`src/sv/fbu_pkg.sv`:
```
// Shared types, register codes and channel expansion functions for the framebuffer unpacker.
package fbu_pkg;

  // Configuration register field widths
  localparam int CFG_FMT_W    = 3;
  localparam int CFG_DIM_W    = 13;
  localparam int CFG_STRIDE_W = 16;
  localparam int CFG_DATA_W   = 16;
  localparam int CFG_INDEX_W  = 2;

  // Register indexes on the configuration port
  localparam logic [CFG_INDEX_W-1:0] REG_PIXEL_FORMAT = 2'd0;
  localparam logic [CFG_INDEX_W-1:0] REG_FRAME_WIDTH  = 2'd1;
  localparam logic [CFG_INDEX_W-1:0] REG_FRAME_HEIGHT = 2'd2;
  localparam logic [CFG_INDEX_W-1:0] REG_ROW_STRIDE   = 2'd3;

  // Reset values of the configuration registers
  localparam logic [CFG_DIM_W-1:0] FRAME_WIDTH_RST  = 13'd240;
  localparam logic [CFG_DIM_W-1:0] FRAME_HEIGHT_RST = 13'd400;

  // Source pixel formats; the remaining codes decode to opaque black
  typedef enum logic [CFG_FMT_W-1:0] {
    FMT_RGBA8  = 3'd0,
    FMT_RGB8   = 3'd1,
    FMT_RGB565 = 3'd2,
    FMT_RGB5A1 = 3'd3,
    FMT_RGBA4  = 3'd4
  } fmt_t;

  // Configuration register set
  typedef struct packed {
    logic [CFG_FMT_W-1:0]    pixel_format;
    logic [CFG_DIM_W-1:0]    frame_width;
    logic [CFG_DIM_W-1:0]    frame_height;
    logic [CFG_STRIDE_W-1:0] row_stride;
  } cfg_t;

  // Per-byte status from the scan controller
  typedef struct packed {
    logic emit;
    logic row_end;
    logic frame_end;
  } scan_status_t;

  // One converted pixel
  typedef struct packed {
    logic [7:0] red;
    logic [7:0] green;
    logic [7:0] blue;
    logic [7:0] alpha;
  } pixel_t;

  // floor(x*255/31) = 8x + floor(7x/31); the second term by threshold compares
  function automatic logic [7:0] expand5(logic [4:0] x);
    logic [2:0] k;
    k = 3'(x >= 5'd5) + 3'(x >= 5'd9) + 3'(x >= 5'd14) + 3'(x >= 5'd18)
      + 3'(x >= 5'd23) + 3'(x >= 5'd27) + 3'(x >= 5'd31);
    return {x, 3'b000} + {5'd0, k};
  endfunction

  // floor(x*255/63) = 4x + floor(x/21)
  function automatic logic [7:0] expand6(logic [5:0] x);
    logic [1:0] k;
    k = 2'(x >= 6'd21) + 2'(x >= 6'd42) + 2'(x >= 6'd63);
    return {x, 2'b00} + {6'd0, k};
  endfunction

  // x*17 is the nibble repeated
  function automatic logic [7:0] expand4(logic [3:0] x);
    return {x, x};
  endfunction

endpackage

```
`src/sv/fbu_pixel_expand.sv`:
```
// Format decode: turns the gathered source bytes of one pixel into RGBA8888.
module fbu_pixel_expand
  import fbu_pkg::*;
(
  input  logic [CFG_FMT_W-1:0] pixel_format,
  input  logic [7:0]           byte0,
  input  logic [7:0]           byte1,
  input  logic [7:0]           byte2,
  input  logic [7:0]           last_byte,
  output pixel_t               pixel
);

  logic [15:0] word;

  // Two-byte formats are little-endian: the closing byte is the high half
  assign word = {last_byte, byte0};

  always_comb begin
    pixel = '{red: 8'd0, green: 8'd0, blue: 8'd0, alpha: 8'hFF};
    unique case (pixel_format)
      FMT_RGBA8: begin
        pixel = '{red: byte0, green: byte1, blue: byte2, alpha: last_byte};
      end
      FMT_RGB8: begin
        pixel = '{red: byte0, green: byte1, blue: last_byte, alpha: 8'hFF};
      end
      FMT_RGB565: begin
        pixel.red   = expand5(word[15:11]);
        pixel.green = expand6(word[10:5]);
        pixel.blue  = expand5(word[4:0]);
        pixel.alpha = 8'hFF;
      end
      FMT_RGB5A1: begin
        pixel.red   = expand5(word[15:11]);
        pixel.green = expand5(word[10:6]);
        pixel.blue  = expand5(word[5:1]);
        pixel.alpha = word[0] ? 8'hFF : 8'h00;
      end
      FMT_RGBA4: begin
        pixel.red   = expand4(word[15:12]);
        pixel.green = expand4(word[11:8]);
        pixel.blue  = expand4(word[7:4]);
        pixel.alpha = expand4(word[3:0]);
      end
      default: begin
        // unassigned codes: opaque black
        pixel = '{red: 8'd0, green: 8'd0, blue: 8'd0, alpha: 8'hFF};
      end
    endcase
  end

endmodule

```
`src/sv/fbu_scan_ctrl.sv`:
```
// Scan position tracking: byte phase, held bytes, column, row and byte position in the row.
module fbu_scan_ctrl
  import fbu_pkg::*;
#(
  parameter int MAX_DIM = 4096
) (
  input  logic         clk,
  input  logic         rst_n,
  input  logic         step,
  input  logic [7:0]   source_byte,
  input  cfg_t         cfg,
  output scan_status_t status,
  output logic [7:0]   byte0,
  output logic [7:0]   byte1,
  output logic [7:0]   byte2
);

  // Longest possible row in bytes, either from the stride register or 4 bytes a pixel
  localparam int STRIDE_MAX = (4 * MAX_DIM > 65535) ? 4 * MAX_DIM : 65535;
  localparam int PW = $clog2(STRIDE_MAX + 1);
  localparam int RW = $clog2(MAX_DIM + 1);
  localparam int XW = (RW > CFG_DIM_W) ? RW : CFG_DIM_W;

  logic [1:0]    phase_r, phase_nxt;
  logic [7:0]    held0_r, held0_nxt;
  logic [7:0]    held1_r, held1_nxt;
  logic [7:0]    held2_r, held2_nxt;
  logic [PW-1:0] col_r, col_nxt;
  logic [RW-1:0] row_r, row_nxt;
  logic [PW-1:0] pos_r, pos_nxt;

  logic [2:0]    bpp;
  logic [XW-1:0] width_x, height_x;
  logic [RW-1:0] width_c, height_c;
  logic [PW-1:0] width_p;
  logic [PW-1:0] active;
  logic [PW-1:0] stride_cfg;
  logic [PW-1:0] stride;
  logic [PW-1:0] pos_inc;
  logic          in_active;
  logic          complete;
  logic          last_col;
  logic          last_row;
  logic          line_done;

  // Effective frame geometry from the registers
  always_comb begin
    unique case (cfg.pixel_format)
      FMT_RGBA8: bpp = 3'd4;
      FMT_RGB8:  bpp = 3'd3;
      default:   bpp = 3'd2;
    endcase

    width_x  = XW'(cfg.frame_width);
    height_x = XW'(cfg.frame_height);
    if (width_x == '0) begin
      width_c = RW'(1);
    end else if (width_x > XW'(MAX_DIM)) begin
      width_c = RW'(MAX_DIM);
    end else begin
      width_c = width_x[RW-1:0];
    end
    if (height_x == '0) begin
      height_c = RW'(1);
    end else if (height_x > XW'(MAX_DIM)) begin
      height_c = RW'(MAX_DIM);
    end else begin
      height_c = height_x[RW-1:0];
    end

    width_p = PW'(width_c);
    unique case (bpp)
      3'd4:    active = width_p << 2;
      3'd3:    active = (width_p << 1) + width_p;
      default: active = width_p << 1;
    endcase

    // short strides (zero too) are raised to the active row length
    stride_cfg = PW'(cfg.row_stride);
    stride     = (stride_cfg < active) ? active : stride_cfg;
  end

  // Per-byte decisions
  assign in_active = pos_r < active;
  assign complete  = in_active && (({1'b0, phase_r} + 3'd1) >= bpp);
  assign last_col  = ((PW + 1)'(col_r) + 1'b1) >= (PW + 1)'(width_c);
  assign last_row  = ((RW + 1)'(row_r) + 1'b1) >= (RW + 1)'(height_c);
  assign pos_inc   = pos_r + 1'b1;
  assign line_done = pos_inc >= stride;

  assign status.emit      = complete;
  assign status.row_end   = last_col;
  assign status.frame_end = last_col && last_row;
  assign byte0 = held0_r;
  assign byte1 = held1_r;
  assign byte2 = held2_r;

  // Next state for one consumed byte
  always_comb begin
    phase_nxt = phase_r;
    held0_nxt = held0_r;
    held1_nxt = held1_r;
    held2_nxt = held2_r;
    col_nxt   = col_r;
    row_nxt   = row_r;
    pos_nxt   = pos_r;

    if (step) begin
      if (in_active) begin
        if (complete) begin
          phase_nxt = 2'd0;
          held0_nxt = 8'd0;
          held1_nxt = 8'd0;
          held2_nxt = 8'd0;
          col_nxt   = col_r + 1'b1;
        end else begin
          case (phase_r)
            2'd0:    held0_nxt = source_byte;
            2'd1:    held1_nxt = source_byte;
            2'd2:    held2_nxt = source_byte;
            default: ;
          endcase
          phase_nxt = phase_r + 2'd1;
        end
      end

      // end of row, padding included
      if (line_done) begin
        pos_nxt   = '0;
        col_nxt   = '0;
        phase_nxt = 2'd0;
        held0_nxt = 8'd0;
        held1_nxt = 8'd0;
        held2_nxt = 8'd0;
        row_nxt   = last_row ? '0 : row_r + 1'b1;
      end else begin
        pos_nxt = pos_inc;
      end
    end
  end

  always_ff @(posedge clk) begin
    if (!rst_n) begin
      phase_r <= 2'd0;
      held0_r <= 8'd0;
      held1_r <= 8'd0;
      held2_r <= 8'd0;
      col_r   <= '0;
      row_r   <= '0;
      pos_r   <= '0;
    end else begin
      phase_r <= phase_nxt;
      held0_r <= held0_nxt;
      held1_r <= held1_nxt;
      held2_r <= held2_nxt;
      col_r   <= col_nxt;
      row_r   <= row_nxt;
      pos_r   <= pos_nxt;
    end
  end

endmodule

```
`src/sv/framebuffer_to_rgba8888_unpacker.sv`:
```
// Top level of the framebuffer to RGBA8888 unpacker: config registers and pipeline registers.
//
// Usage:
//   Source bytes of a linear framebuffer enter on the in_ channel (valid/ready), one byte
//   per transaction, row after row. Each completed source pixel leaves as one RGBA8888
//   transaction on the out_ channel with row_end / frame_end flags; bytes that only
//   gather part of a pixel, and row padding up to the stride, give no output.
//   The cfg_ port writes pixel_format, frame_width, frame_height and row_stride
//   (index 0..3); writes take effect at once and belong between frames.
// Timing:
//   A byte is captured in the input register, decoded in one pass and the pixel lands
//   in the output register once the output slot is free.
//   One byte per cycle is sustained while out_ready stays high; the scan counters update
//   in the same single pass, so back-to-back bytes stream without bubbles.
// Reset (synchronous, rst_n low): registers take their defaults (RGBA8, 240 x 400,
//   stride 0), the scan position returns to the first byte of the frame and both
//   pipeline registers empty.
// Stall: while out_ready is low a pending pixel holds; one more byte waits in the input
//   register, then in_ready drops until the output is taken.
module framebuffer_to_rgba8888_unpacker
  import fbu_pkg::*;
#(
  parameter int MAX_DIM = 4096
) (
  input  logic                   clk,
  input  logic                   rst_n,
  // configuration
  input  logic                   cfg_write_en,
  input  logic [CFG_INDEX_W-1:0] cfg_index,
  input  logic [CFG_DATA_W-1:0]  cfg_data,
  // source bytes
  input  logic                   in_valid,
  output logic                   in_ready,
  input  logic [7:0]             in_source_byte,
  // converted pixels
  output logic                   out_valid,
  input  logic                   out_ready,
  output logic [7:0]             out_red,
  output logic [7:0]             out_green,
  output logic [7:0]             out_blue,
  output logic [7:0]             out_alpha,
  output logic                   out_row_end,
  output logic                   out_frame_end
);

  cfg_t         cfg_r;
  logic         s1_valid_r, s1_valid_nxt;
  logic [7:0]   s1_byte_r;
  logic         s1_fire;
  logic         out_valid_r, out_valid_nxt;
  pixel_t       pix_r;
  logic         row_end_r;
  logic         frame_end_r;
  scan_status_t status;
  logic [7:0]   byte0, byte1, byte2;
  pixel_t       pixel;

  // Configuration register writes; unknown indexes are ignored
  always_ff @(posedge clk) begin
    if (!rst_n) begin
      cfg_r.pixel_format <= FMT_RGBA8;
      cfg_r.frame_width  <= FRAME_WIDTH_RST;
      cfg_r.frame_height <= FRAME_HEIGHT_RST;
      cfg_r.row_stride   <= '0;
    end else if (cfg_write_en) begin
      unique case (cfg_index)
        REG_PIXEL_FORMAT: cfg_r.pixel_format <= cfg_data[CFG_FMT_W-1:0];
        REG_FRAME_WIDTH:  cfg_r.frame_width  <= cfg_data[CFG_DIM_W-1:0];
        REG_FRAME_HEIGHT: cfg_r.frame_height <= cfg_data[CFG_DIM_W-1:0];
        REG_ROW_STRIDE:   cfg_r.row_stride   <= cfg_data[CFG_STRIDE_W-1:0];
        default: ;
      endcase
    end
  end

  // Pipeline control: the input stage moves on whenever the output slot is free
  assign s1_fire  = s1_valid_r && (!out_valid_r || out_ready);
  assign in_ready = !s1_valid_r || s1_fire;

  always_comb begin
    s1_valid_nxt  = in_ready ? in_valid : s1_valid_r;
    out_valid_nxt = s1_fire ? status.emit : (out_valid_r && !out_ready);
  end

  fbu_scan_ctrl #(
    .MAX_DIM (MAX_DIM)
  ) u_scan (
    .clk         (clk),
    .rst_n       (rst_n),
    .step        (s1_fire),
    .source_byte (s1_byte_r),
    .cfg         (cfg_r),
    .status      (status),
    .byte0       (byte0),
    .byte1       (byte1),
    .byte2       (byte2)
  );

  fbu_pixel_expand u_expand (
    .pixel_format (cfg_r.pixel_format),
    .byte0        (byte0),
    .byte1        (byte1),
    .byte2        (byte2),
    .last_byte    (s1_byte_r),
    .pixel        (pixel)
  );

  // Valid flags
  always_ff @(posedge clk) begin
    if (!rst_n) begin
      s1_valid_r  <= 1'b0;
      out_valid_r <= 1'b0;
    end else begin
      s1_valid_r  <= s1_valid_nxt;
      out_valid_r <= out_valid_nxt;
    end
  end

  // Payload registers
  always_ff @(posedge clk) begin
    if (in_ready && in_valid) begin
      s1_byte_r <= in_source_byte;
    end
    if (s1_fire && status.emit) begin
      pix_r       <= pixel;
      row_end_r   <= status.row_end;
      frame_end_r <= status.frame_end;
    end
  end

  assign out_valid     = out_valid_r;
  assign out_red       = pix_r.red;
  assign out_green     = pix_r.green;
  assign out_blue      = pix_r.blue;
  assign out_alpha     = pix_r.alpha;
  assign out_row_end   = row_end_r;
  assign out_frame_end = frame_end_r;

endmodule
```
`config.mk`:
```
export PLATFORM = sky130hd
export DESIGN_NAME = framebuffer_to_rgba8888_unpacker
export DESIGN_NICKNAME = d
export VERILOG_FILES = /design/src/sv/fbu_pkg.sv /design/src/sv/fbu_pixel_expand.sv /design/src/sv/fbu_scan_ctrl.sv /design/src/sv/framebuffer_to_rgba8888_unpacker.sv
export SDC_FILE = /design/constraint.sdc
export NUM_CORES = 1
export LEC_CHECK = 0
export BUFFER_PORTS_ARGS = -buffer_cell sky130_fd_sc_hd__clkbuf_2
export CAP_MARGIN = 20
export CORE_MARGIN = 5
export CORE_UTILIZATION = 35
export CTS_CLUSTER_SIZE = 12
export DETAILED_ROUTE_END_ITERATION = 16
export GPL_ROUTABILITY_DRIVEN = 0
export PLACE_DENSITY_LB_ADDON = 0.08
export RECOVER_POWER = 100
export SLEW_MARGIN = 30
export SYNTH_ARGS = -nofsm -noshare
export SYNTH_HDL_FRONTEND = slang
export SYNTH_HIERARCHICAL = 1
export SYNTH_SLANG_ARGS = --single-unit
```
`constraint.sdc`:
```
create_clock -name clk -period 9.5 [get_ports clk]
set_input_delay 1.425 -clock clk [delete_from_list [all_inputs] [get_ports clk]]
set_output_delay 1.425 -clock clk [all_outputs]
set_load 0.05 [all_outputs]
```
# Word level (Yosys, flattened, before mapping)
# Cells that the tools add are included.
dict set report totals {
  reg_bits 160
  in_bits 31
  output_inout_bits 36
}
dict set report classes {
  n_addsub 39
  n_lt_le_gt_ge 39
  n_eq_ne 11
  mux 30
  reduce_logical 31
}
# operator count
set ops {}
lappend ops {{32-bit one-hot mux with 5 select lines} 1}
lappend ops {{8-bit two-way mux} 13}
lappend ops {{5-bit >= comparator (second input constant)} 16}
lappend ops {{16-bit two-way mux} 5}
lappend ops {{13-bit two-way mux} 5}
lappend ops {{3-bit by 1-bit adder with 3-bit output} 20}
lappend ops {{5-bit by 4-bit >= comparator with 1-bit output (second input constant)} 8}
lappend ops {{16-bit by 1-bit adder with 16-bit output (second input constant)} 2}
lappend ops {{8-bit by 3-bit adder with 8-bit output} 4}
lappend ops {{16-bit less-than comparator} 2}
lappend ops {{16-bit one-hot mux with 2 select lines} 1}
lappend ops {{13-bit greater-than comparator (second input constant)} 2}
lappend ops {{13-bit zero test} 2}
lappend ops {{5-bit by 3-bit >= comparator with 1-bit output (second input constant)} 4}
lappend ops {{16-bit by 1-bit adder with 17-bit output (second input constant)} 1}
lappend ops {{17-bit by 13-bit >= comparator with 1-bit output} 1}
lappend ops {{16-bit >= comparator} 1}
lappend ops {{14-bit by 13-bit adder with 15-bit output} 1}
lappend ops {{13-bit by 1-bit adder with 14-bit output (second input constant)} 1}
lappend ops {{14-bit by 13-bit >= comparator with 1-bit output} 1}
lappend ops {{13-bit by 1-bit adder with 13-bit output (second input constant)} 1}
lappend ops {{6-bit >= comparator (second input constant)} 2}
lappend ops {{2-bit AND reduction} 6}
lappend ops {{3-bit AND reduction} 4}
lappend ops {{22 further kinds} 46}

# Depth between registers and ports, before layout
# Gate-level depths: netlist (run 1).
dict set report depth {
  depth_word 10
  mapped_depth 32
  ltp_nobuf 28
}

# Hierarchy
# Netlist (run 1), hierarchy kept.
# mod n_inst cells_per_inst area_per_inst_um2 seq_area_each_um2
set by_module_without_submodules {}
lappend by_module_without_submodules {fbu_scan_ctrl 1 826 6652.6 1421.4}
lappend by_module_without_submodules {framebuffer_to_rgba8888_unpacker 1 229 3155.5 2202.1}
lappend by_module_without_submodules {fbu_pixel_expand 1 204 1524.0 0.0}

# Worst setup path before layout (run 1)
# OpenSTA, ideal clock, no wires.
dict set report synth_path {
  kind {flip-flop to flip-flop}
  from {register cfg_r[41] (netlist bit)}
  to {register u_scan.col_r[12]}
  arrival_ns 6.508
  path_slack_ns 2.913
  stages_incl_launch_ff 29
  n_path_buf 3
  period_less_slack_ns 6.587
  cell_sequence {dfxtp_1 -> buf_2 -> inv_1 -> clkbuf_1 -> nand2_1 -> inv_1 -> ha_1 -> fa_1 -> a211oi_1 -> o21ai_0 -> a2111oi_0 -> nor3_1 -> or3b_1 -> and3_1 -> ha_1 -> and4_1 -> nand4_1 -> o31ai_1 -> a21oi_1 -> buf_2 -> mux2_2 -> ha_1 -> nand2b_4 -> a2111oi_4 -> o31a_2 -> nand4_2 -> a211oi_4 -> or4b_1 -> o211ai_1}
}
dict set report synth_between {
  elab_chain_cells 10
  elab_cells_between_ends 15
  cone_classes {add/sub (1); order compare (4); mux (5); reduce/logical (5)}
}
# item line
set synth_lines {}
lappend synth_lines {{from (decl)} framebuffer_to_rgba8888_unpacker.sv:46} ;# cfg_t cfg_r;
lappend synth_lines {{13-bit greater-than comparator} fbu_scan_ctrl.sv:58} ;# end else if (width_x > XW'(MAX_DIM)) begin
lappend synth_lines {{13-bit two-way mux} fbu_scan_ctrl.sv:58}
lappend synth_lines {{13-bit two-way mux *} fbu_scan_ctrl.sv:56} ;# if (width_x == '0) begin
lappend synth_lines {{14-bit by 13-bit adder with 15-bit output} fbu_scan_ctrl.sv:74} ;# 3'd3: active = (width_p << 1) + width_p;
lappend synth_lines {{16-bit one-hot mux with 2 select lines *} fbu_scan_ctrl.sv:72} ;# unique case (bpp)
lappend synth_lines {{16-bit less-than comparator} fbu_scan_ctrl.sv:80} ;# stride = (stride_cfg < active) ? active : stride_cfg;
lappend synth_lines {{16-bit two-way mux} fbu_scan_ctrl.sv:80}
lappend synth_lines {{16-bit >= comparator} fbu_scan_ctrl.sv:89} ;# assign line_done = pos_inc >= stride;
lappend synth_lines {{2-bit nonzero test (no line)} --}
lappend synth_lines {{3-bit AND reduction (no line)} --}
lappend synth_lines {{to (signal assigned)} fbu_scan_ctrl.sv:156} ;# col_r <= col_nxt;
lappend synth_lines {{to (decl)} fbu_scan_ctrl.sv:28} ;# logic [PW-1:0] col_r, col_nxt;
# Mark *: on every way between the ends. The rest lies on a longest branch, timed or not.
# A chain may end at the register's enable or synchronous reset.

# Worst setup path in the final report (run 1)
dict set report layout_path {
  from {register cfg_r[40] (netlist bit)}
  to {register u_scan.col_r[12]}
}
# The elaborated chain is that of the path after synthesis.

==> summary.txt, run 1 <==
STA
  – Final hold violation count: 0
  – Final min period: a little over 8000 ps
  – Max_slew headroom: -79.03%
  – Worst Skew: approximately 10 ps
  – Highest Clock Rate: ~120 MHz
  – RSZ-0062 raised after global routing: false
  – Post-route setup TNS: 0 ps
  – Final setup fails: 0
  – Final count of pins violating max slew: 124
  – Final Cycle Share: between 80 and 90%
  – Slew at the pin with the worst max-slew slack: roughly 2700 ps

Outcome
  – Status: finished with violations
  – Failing checks: max-capacitance violations, max-slew violations

Hold path
  – Hold Crit Class: flip-flop to flip-flop

Floorplanning
  – Die ar.: approximately 36000 um^2
  – Initial Util: between 30% and 40%
  – # rows: 65
  – Die Y: approximately 190 um
  – Die Width: 189.9 um
  – Area of the core: approximately 32000 um^2
  – Boundary Pins: 67

Critical path
  – Kind of critical path: flip-flop to flip-flop
  – Slowest cell on crit path: a2111oi_0
  – Worst path most repeated cell: ha_1
  – Worst setup EP type: flip-flop
  – Critical Path Fanout Max: 16
  – CP delay by family, top: compound AO/OA/AOI/OAI gates
  – CP Data Arrival Time: around 8600 ps
  – Worst path required time: just under 10000 ps
  – Crit-path max cell delay: about 750 ps
  – Setup crit start kind: flip-flop
  – WP buf/inv: 1

GRT
  – First-pass GRT wire length: 52340 um
  – Largest net degree at the start of global routing: 64
  – Vias in the first global route: 9352
  – Initial antenna violation count: 0
  – Global Route Usage Sum: a little under a fifth
  – Grt ovf: 0

Pwr
  – Final Power: about 1.8 mW
  – Power density over the cells: 143.4 nW/um^2
  – VDD IR max: roughly 0.12 mV
  – Leakage: about 5.1 nW

Cells and area
  – Commonest cells after routing, fill and taps aside: nand2_1 (165), dfxtp_1 (118), ha_1 (91), mux2i_1 (77), a21oi_1 (74)
  – Share of cells above drive strength 1: slightly above 8%
  – Area grow syn2layout: 9.793%
  – Ant. Diodes: 0
  – Most common cell after layout, fill and taps aside: nand2_1
  – Final net count: 1424
  – Filler-free cell count of the finished design: 1732

Synth
  – Yosys warns: 6
  – Syn Nets: 1399
  – Top post-synthesis cells by area: dfxtp_1 (21%), edfxtp_1 (11%), ha_1 (10%)
  – Syn avg cell area: 9.001 um^2
  – FFs w/ async S/R, synth: 0%
  – Top cell type's share of synthesized area: about a fifth
  – Synth Cell Area: 11330 um^2
  – Yosys top cell by area: dfxtp_1
  – Yosys cell types: between 80 and 90
  – Top_reg_cell synth: dfxtp_1
  – Post-synth EDFFs: 42
  – FF+latch count, synth: between 150 and 200
  – Part of the Yosys area used for sequential elements: roughly a third
  – Syn Inst Count: between 1000 and 1500

Clock tree
  – CTS resizes: 0
  – Clock buffer depth: 2
  – Setup Fix Bufs, Post-CTS: 0
  – TritonCTS Sinks: 160
  – CTS clk-pin slew, worst paths: approximately 70 ps
  – Clock latency on the worst-skew pair: 440 ps
  – CTS tree: yes
  – H-tree levels: 4
  – CTS Root Cell: clkbuf_16
  – Total CTS buffers: 17
  – CTS Hold Bufs: 0

Flow run
  – Max-Cap Viols: 2

Place
  – DP HPWL: ~25000 um
  – Input/output buffers: 66
  – Dpl cells: ~1700

Detailed routing
  – First DRT Iteration DRCs: about 480
  – Final WL: 32930 um
  – ANT nets after route: 0
  – Vias: between 9000 and 10000
  – Vias/cell: 5.421
  – WL per Instance: ~19 um
  – Drt pass-1 iters: 5
  – Drt drc: 0
## final timing paths
check | from | endpoint | slack (ps) | cells past startpoint
max | cfg_r[40]$_SDFFE_PN0P_ | u_scan/col_r[12]$_SDFFE_PN0P_ | 1270 | 26
min | u_scan/byte2[4]$_SDFFE_PN0P_ | u_scan/byte2[4]$_SDFFE_PN0P_ | 470 | 2
max reg2reg | cfg_r[40]$_SDFFE_PN0P_ | u_scan/col_r[12]$_SDFFE_PN0P_ | 1270 | 26
min reg2reg | u_scan/byte2[4]$_SDFFE_PN0P_ | u_scan/byte2[4]$_SDFFE_PN0P_ | 470 | 2
## cell families (layout without fill, tap and decap cells)
kind of cell	count (synthesis)	count (layout)	share of synthesized area [%]
buffers and inverters	120	158	5.013
adder cells (fa/ha/maj)	109	109	13.23
AND/OR/NAND/NOR	436	436	19.90
flip-flops	160	160	31.98
multiplexers	91	91	8.226
AO/OA/AOI/OAI	304	304	18.65
XOR/XNOR	39	39	3.014
## worst register-to-register path: stages, from the launching register on
cell and delay, ps:
dfxtp_1 410, nor4_1 80, a31oi_1 420, nor2_1 170, ha_1 250, fa_1 420, a211oi_1 310, o21ai_0 170
a2111oi_0 750, nor3_1 180, or3b_1 430, and3_1 210, ha_1 290, and4_1 190, nand4_1 90, o31ai_1 90
a21oi_2 570, clkbuf_1 370, mux2_2 380, ha_1 280, and2_0 150, o211ai_1 160, o31a_2 180, nand4_2 460
a211oi_4 580, or4b_1 470, o211ai_1 100
## sequential cells by signal (all words and copies together) (netlist names)
signal          cells
u_scan/col_r       16
out_blue            8
out_valid           1
out_row_end         1
out_alpha           8
u_scan/byte0        8
u_scan/pos_r       16
out_red             8
out_frame_end       1
out_green           8
s1_byte_r           8
s1_valid_r          1
u_scan/row_r       13
cfg_r              45
u_scan/byte2        8
u_scan/byte1        8
u_scan/phase_r      2
## metrics by stage
stage          worst slack, ps  instance area (um^2)  hold WS (ps)  utilization, %
6_report                  1272                 12440         465.5           39.13
5_1_grt                  591.0                 12440         481.3           39.13
4_1_cts                   1527                 12540         461.9           39.42
3_5_place_dp              1560                 11920         452.7           37.47
3_3_place_gp              1697                 11920         450.4           37.47
2_1_floorplan             2913                 11330         434.2               -
## area by class of cell
class                      instances  area, um^2
multi-input combinational        979        7118
timing repair buffer              78       355.3
fill                            3274       19360
sequential                       160        3623
tap                              435       544.3
clock inverter                    13       145.1
inverter                          48       180.2
clock buffer                      19       475.5
## cells in the mapped netlist, drive strengths merged (4+ instances only)
library cell	number
nand4b	7
o31ai	9
edfxtp	42
o22ai	15
a21boi	8
o311ai	6
a22o	15
nand3	58
a21oi	75
and2	7
clkbuf	39
a31oi	14
xnor2	19
nor2b	25
a21o	18
buf	33
fa	18
nand2b	17
nand2	165
a221oi	4
nand3b	12
a22oi	15
o21a	12
nor3	19
or3	7
a32oi	4
mux2	14
nand4	18
a211oi	10
and3b	4
or2	5
o211ai	12
inv	46
dfxtp	118
o21ai	58
xor2	20
nor2	49
ha	91
nor4	11
mux2i	77
and3	19
## power by group
group	internal [mW]	leakage [nW]	switching, mW	total (mW)
Combinational	0.110	3.46	0.182	0.291
Clock	0.423	0.306	0.317	0.741
Sequential	0.720	1.36	0.0325	0.753
Total	1.25	5.12	0.531	1.78
## routing by layer
metal | routed length, um | global-route usage (%)
met5 | 0 | 0
met4 | 741 | 6.121
met3 | 914 | 2.422
met2 | 16780 | 33.09
met1 | 14490 | 22.40
Note: power is estimated with default switching activity, not from simulation.
==> run 2: changes to the inputs <==
==> constraint.sdc (replaced) <==
create_clock -name clk -period 9.3 [get_ports clk]
set_input_delay 1.395 -clock clk [delete_from_list [all_inputs] [get_ports clk]]
set_output_delay 1.395 -clock clk [all_outputs]
set_load 0.05 [all_outputs]
==> summary.txt, run 2 (synthesized netlist as in run 1, its figures left out) <==
Clock tree
  – CTS clk-pin slew, worst paths: 70 ps (about the same)
  – Clock buffer depth: 2 (unchanged)
  – CTS Root Cell: clkbuf_16
  – Total CTS buffers: 17 (unchanged)
  – Clock latency on the worst-skew pair: 450 ps (about the same)
  – CTS Hold Bufs: 0 (unchanged)
  – CTS tree: yes
  – TritonCTS Sinks: 160 (unchanged)
  – Setup Fix Bufs, Post-CTS: 0 (unchanged)
  – CTS resizes: 0 (unchanged)
  – H-tree levels: 4 (unchanged)

STA
  – Max_slew headroom: -76.59% (+2.4 points)
  – RSZ-0062 raised after global routing: false
  – Post-route setup TNS: 0 ps (unchanged)
  – Final count of pins violating max slew: 159 (+28%)
  – Fin Hold WS: 463.1 ps (-2.388 ps)
  – Final hold violation count: 0 (unchanged)
  – Final setup fails: 0 (unchanged)
  – Final Cycle Share: 89.33% (+2.7 points)
  – Worst Skew: 12.82 ps (+2.427 ps)
  – Highest Clock Rate: 120.4 MHz (-0.96%)
  – Slew at the pin with the worst max-slew slack: 2649 ps (-36.55 ps)
  – Final min period: 8308 ps (+80.01 ps)

Cells and area
  – Area grow syn2layout: 9.296%
  – Most common cell after layout, fill and taps aside: nand2_1
  – Ant. Diodes: 0 (unchanged)
  – Commonest cells after routing, fill and taps aside: nand2_1 (165), dfxtp_1 (118), ha_1 (91), mux2i_1 (77), a21oi_1 (74)
  – Most flops, register: cfg_r
  – Top Registers: cfg_r (45), u_scan/col_r (16), u_scan/pos_r (16)
  – Filler-free cell count of the finished design: 1734 (+0.12%)
  – Share of cells above drive strength 1: 8.237% (+0.14 points)
  – Post-route cell area: 12390 um^2 (-0.45%)
  – Number of flip-flops in the largest register: 45 (unchanged)
  – Final net count: 1426 (+0.14%)

Pwr
  – Sw power: 0.5440 mW (+2.4%)
  – Final Power: 1.756 mW (-1.6%)
  – VDD IR max: 0.1263 mV (+7.1%)
  – Part of the power in the clock network: 39.0% (-2.5 points)
  – Internal power: 1.212 mW (-3.3%)
  – Leakage: 5.099 nW (-0.45%)
  – Power density over the cells: 141.8 nW/um^2 (-1.1%)
  – Switching share of power: 30.98% (+1.2 points)
  – Comb pwr share: 17.2% (+0.9 points)
  – Seq pwr share: 43.8% (+1.6 points)

Critical path
  – CP delay by family, top: buffers and inverters
  – Crit. path cell count: 21 (-19%)
  – Crit-path cells: clkbuf_1 -> clkinv_1 -> nor2_1 -> a211oi_1 -> a21oi_1 -> ha_1 -> a2111o_1 -> nor4_1 -> o31ai_1 -> a21oi_2 -> buf_4 -> mux2_2 -> ha_1 -> nand2b_1 -> a2111oi_4 -> o31a_2 -> nand4_2 -> clkbuf_1 -> nand3_1 -> or4_1 -> a31oi_1
  – Crit-path max cell delay: 1430 ps (+680 ps)
  – CP Data Arrival Time: 8680 ps (+90 ps)
  – R2r worst-path depth: 21 (-19%)
  – WP buf/inv: 4 (+3)
  – Kind of critical path: flip-flop to flip-flop
  – Critical Path Fanout Max: 34 (+18)
  – Slowest cell on crit path: clkbuf_1
  – Setup crit start kind: flip-flop
  – Worst setup EP type: flip-flop
  – Worst path required time: 9670 ps (-190 ps)

Detailed routing
  – Vias: 9572 (+1.9%)
  – Drt pass-1 iters: 6 (+1)
  – ANT nets after route: 0 (unchanged)
  – Final WL: 33100 um (+0.50%)
  – WL per Instance: 19.09 um (+0.39%)
  – Drt drc: 0 (unchanged)
  – First DRT Iteration DRCs: 601 (+26%)
  – Vias/cell: 5.520 (+1.8%)

GRT
  – Global Route Usage Sum: 18.44% (+0.15 points)
  – Vias in the first global route: 9425 (+0.78%)
  – Grt ovf: 0 (unchanged)
  – Largest net degree at the start of global routing: 64 (unchanged)
  – Initial antenna violation count: 0 (unchanged)
  – First-pass GRT wire length: 52700 um (+0.70%)

Floorplanning
  – Die Width: 189.9 um (unchanged)
  – Boundary Pins: 67 (unchanged)
  – Area of the core: 31800 um^2 (unchanged)
  – Die ar.: 36080 um^2 (unchanged)
  – Initial Util: 35.64% (unchanged)
  – # rows: 65 (unchanged)
  – Die Y: 189.9 um (unchanged)

Place
  – DP HPWL: 24820 um (+0.14%)
  – Input/output buffers: 66 (unchanged)
  – Dpl cells: 1701 (+0.12%)
  – Placed Area: 11930 um^2 (+0.13%)

Hold path
  – Worst Hold Path Cells: 2 (unchanged)
  – Hold Crit Class: flip-flop to flip-flop

Outcome
  – Failing checks: max-capacitance violations, max-slew violations
  – Status: finished with violations

Flow run
  – Max-Cap Viols: 3 (+1)
-- run 2: changes by cell type in the layout (fill, tap and decap cells not counted), moves of 2 or more --
cell,previous run,this run
clkbuf_8,0,2
clkinv_2,2,4
inv_6,2,4
buf_4,7,9
clkbuf_16,19,17
bufinv_16,2,0
-- run 2: per-layer routing --
metal | up-vias | part of all wire (%) | global-route usage, %
met5 | - | 0 | 0
li1 | 4671 | - | -
met1 | 4595 | 44 | 22.81
met3 | 52 | 3.8 | 2.661
met2 | 254 | 49 | 32.39
met4 | 0 | 3.2 | 7.234
-- run 2: tightest hold or removal path, stage by stage, from the launching register on --
cell     delay [ps]
dfxtp_1         310
nand2_1          50
mux2i_1          50
-- run 2: stage by stage --
stage / setup slack [ps] / utilization [%]
3_3_place_gp: 1484 / 37.52
2_1_floorplan: 2713 / -
6_report: 992.2 / 38.95
3_5_place_dp: 1389 / 37.52
4_1_cts: 1350 / 39.26
5_1_grt: 392.3 / 38.95
-- run 2: final timing paths --
check	slack (ps)	start	to
setup / recovery	990	cfg_r[42]$_SDFFE_PN0P_	u_scan/row_r[11]$_SDFFE_PN0P_
hold / removal	460	u_scan/byte2[4]$_SDFFE_PN0P_	u_scan/byte2[4]$_SDFFE_PN0P_
setup reg to reg	990	cfg_r[42]$_SDFFE_PN0P_	u_scan/row_r[11]$_SDFFE_PN0P_
hold reg to reg	460	u_scan/byte2[4]$_SDFFE_PN0P_	u_scan/byte2[4]$_SDFFE_PN0P_
-- run 2: layout make-up --
type / instances / area [um^2]
Clock buffer: 19 / 452.9
Fill cell: 3322 / 19410
Multi-Input combinational cell: 979 / 7113
Sequential cell: 160 / 3623
Inverter: 48 / 180.2
Timing Repair Buffer: 80 / 369.1
Tap cell: 435 / 544.3
Clock inverter: 13 / 102.6
-- run 2: power groups by stage --
stage	clock network, mW	registers [mW]	logic (mW)
after floorplan	0	0.773	0.231
after global placement	0	0.785	0.303
after detailed placement	0	0.785	0.304
after CTS	0.705	0.769	0.306
after global routing	0.736	0.772	0.338
final	0.685	0.769	0.302
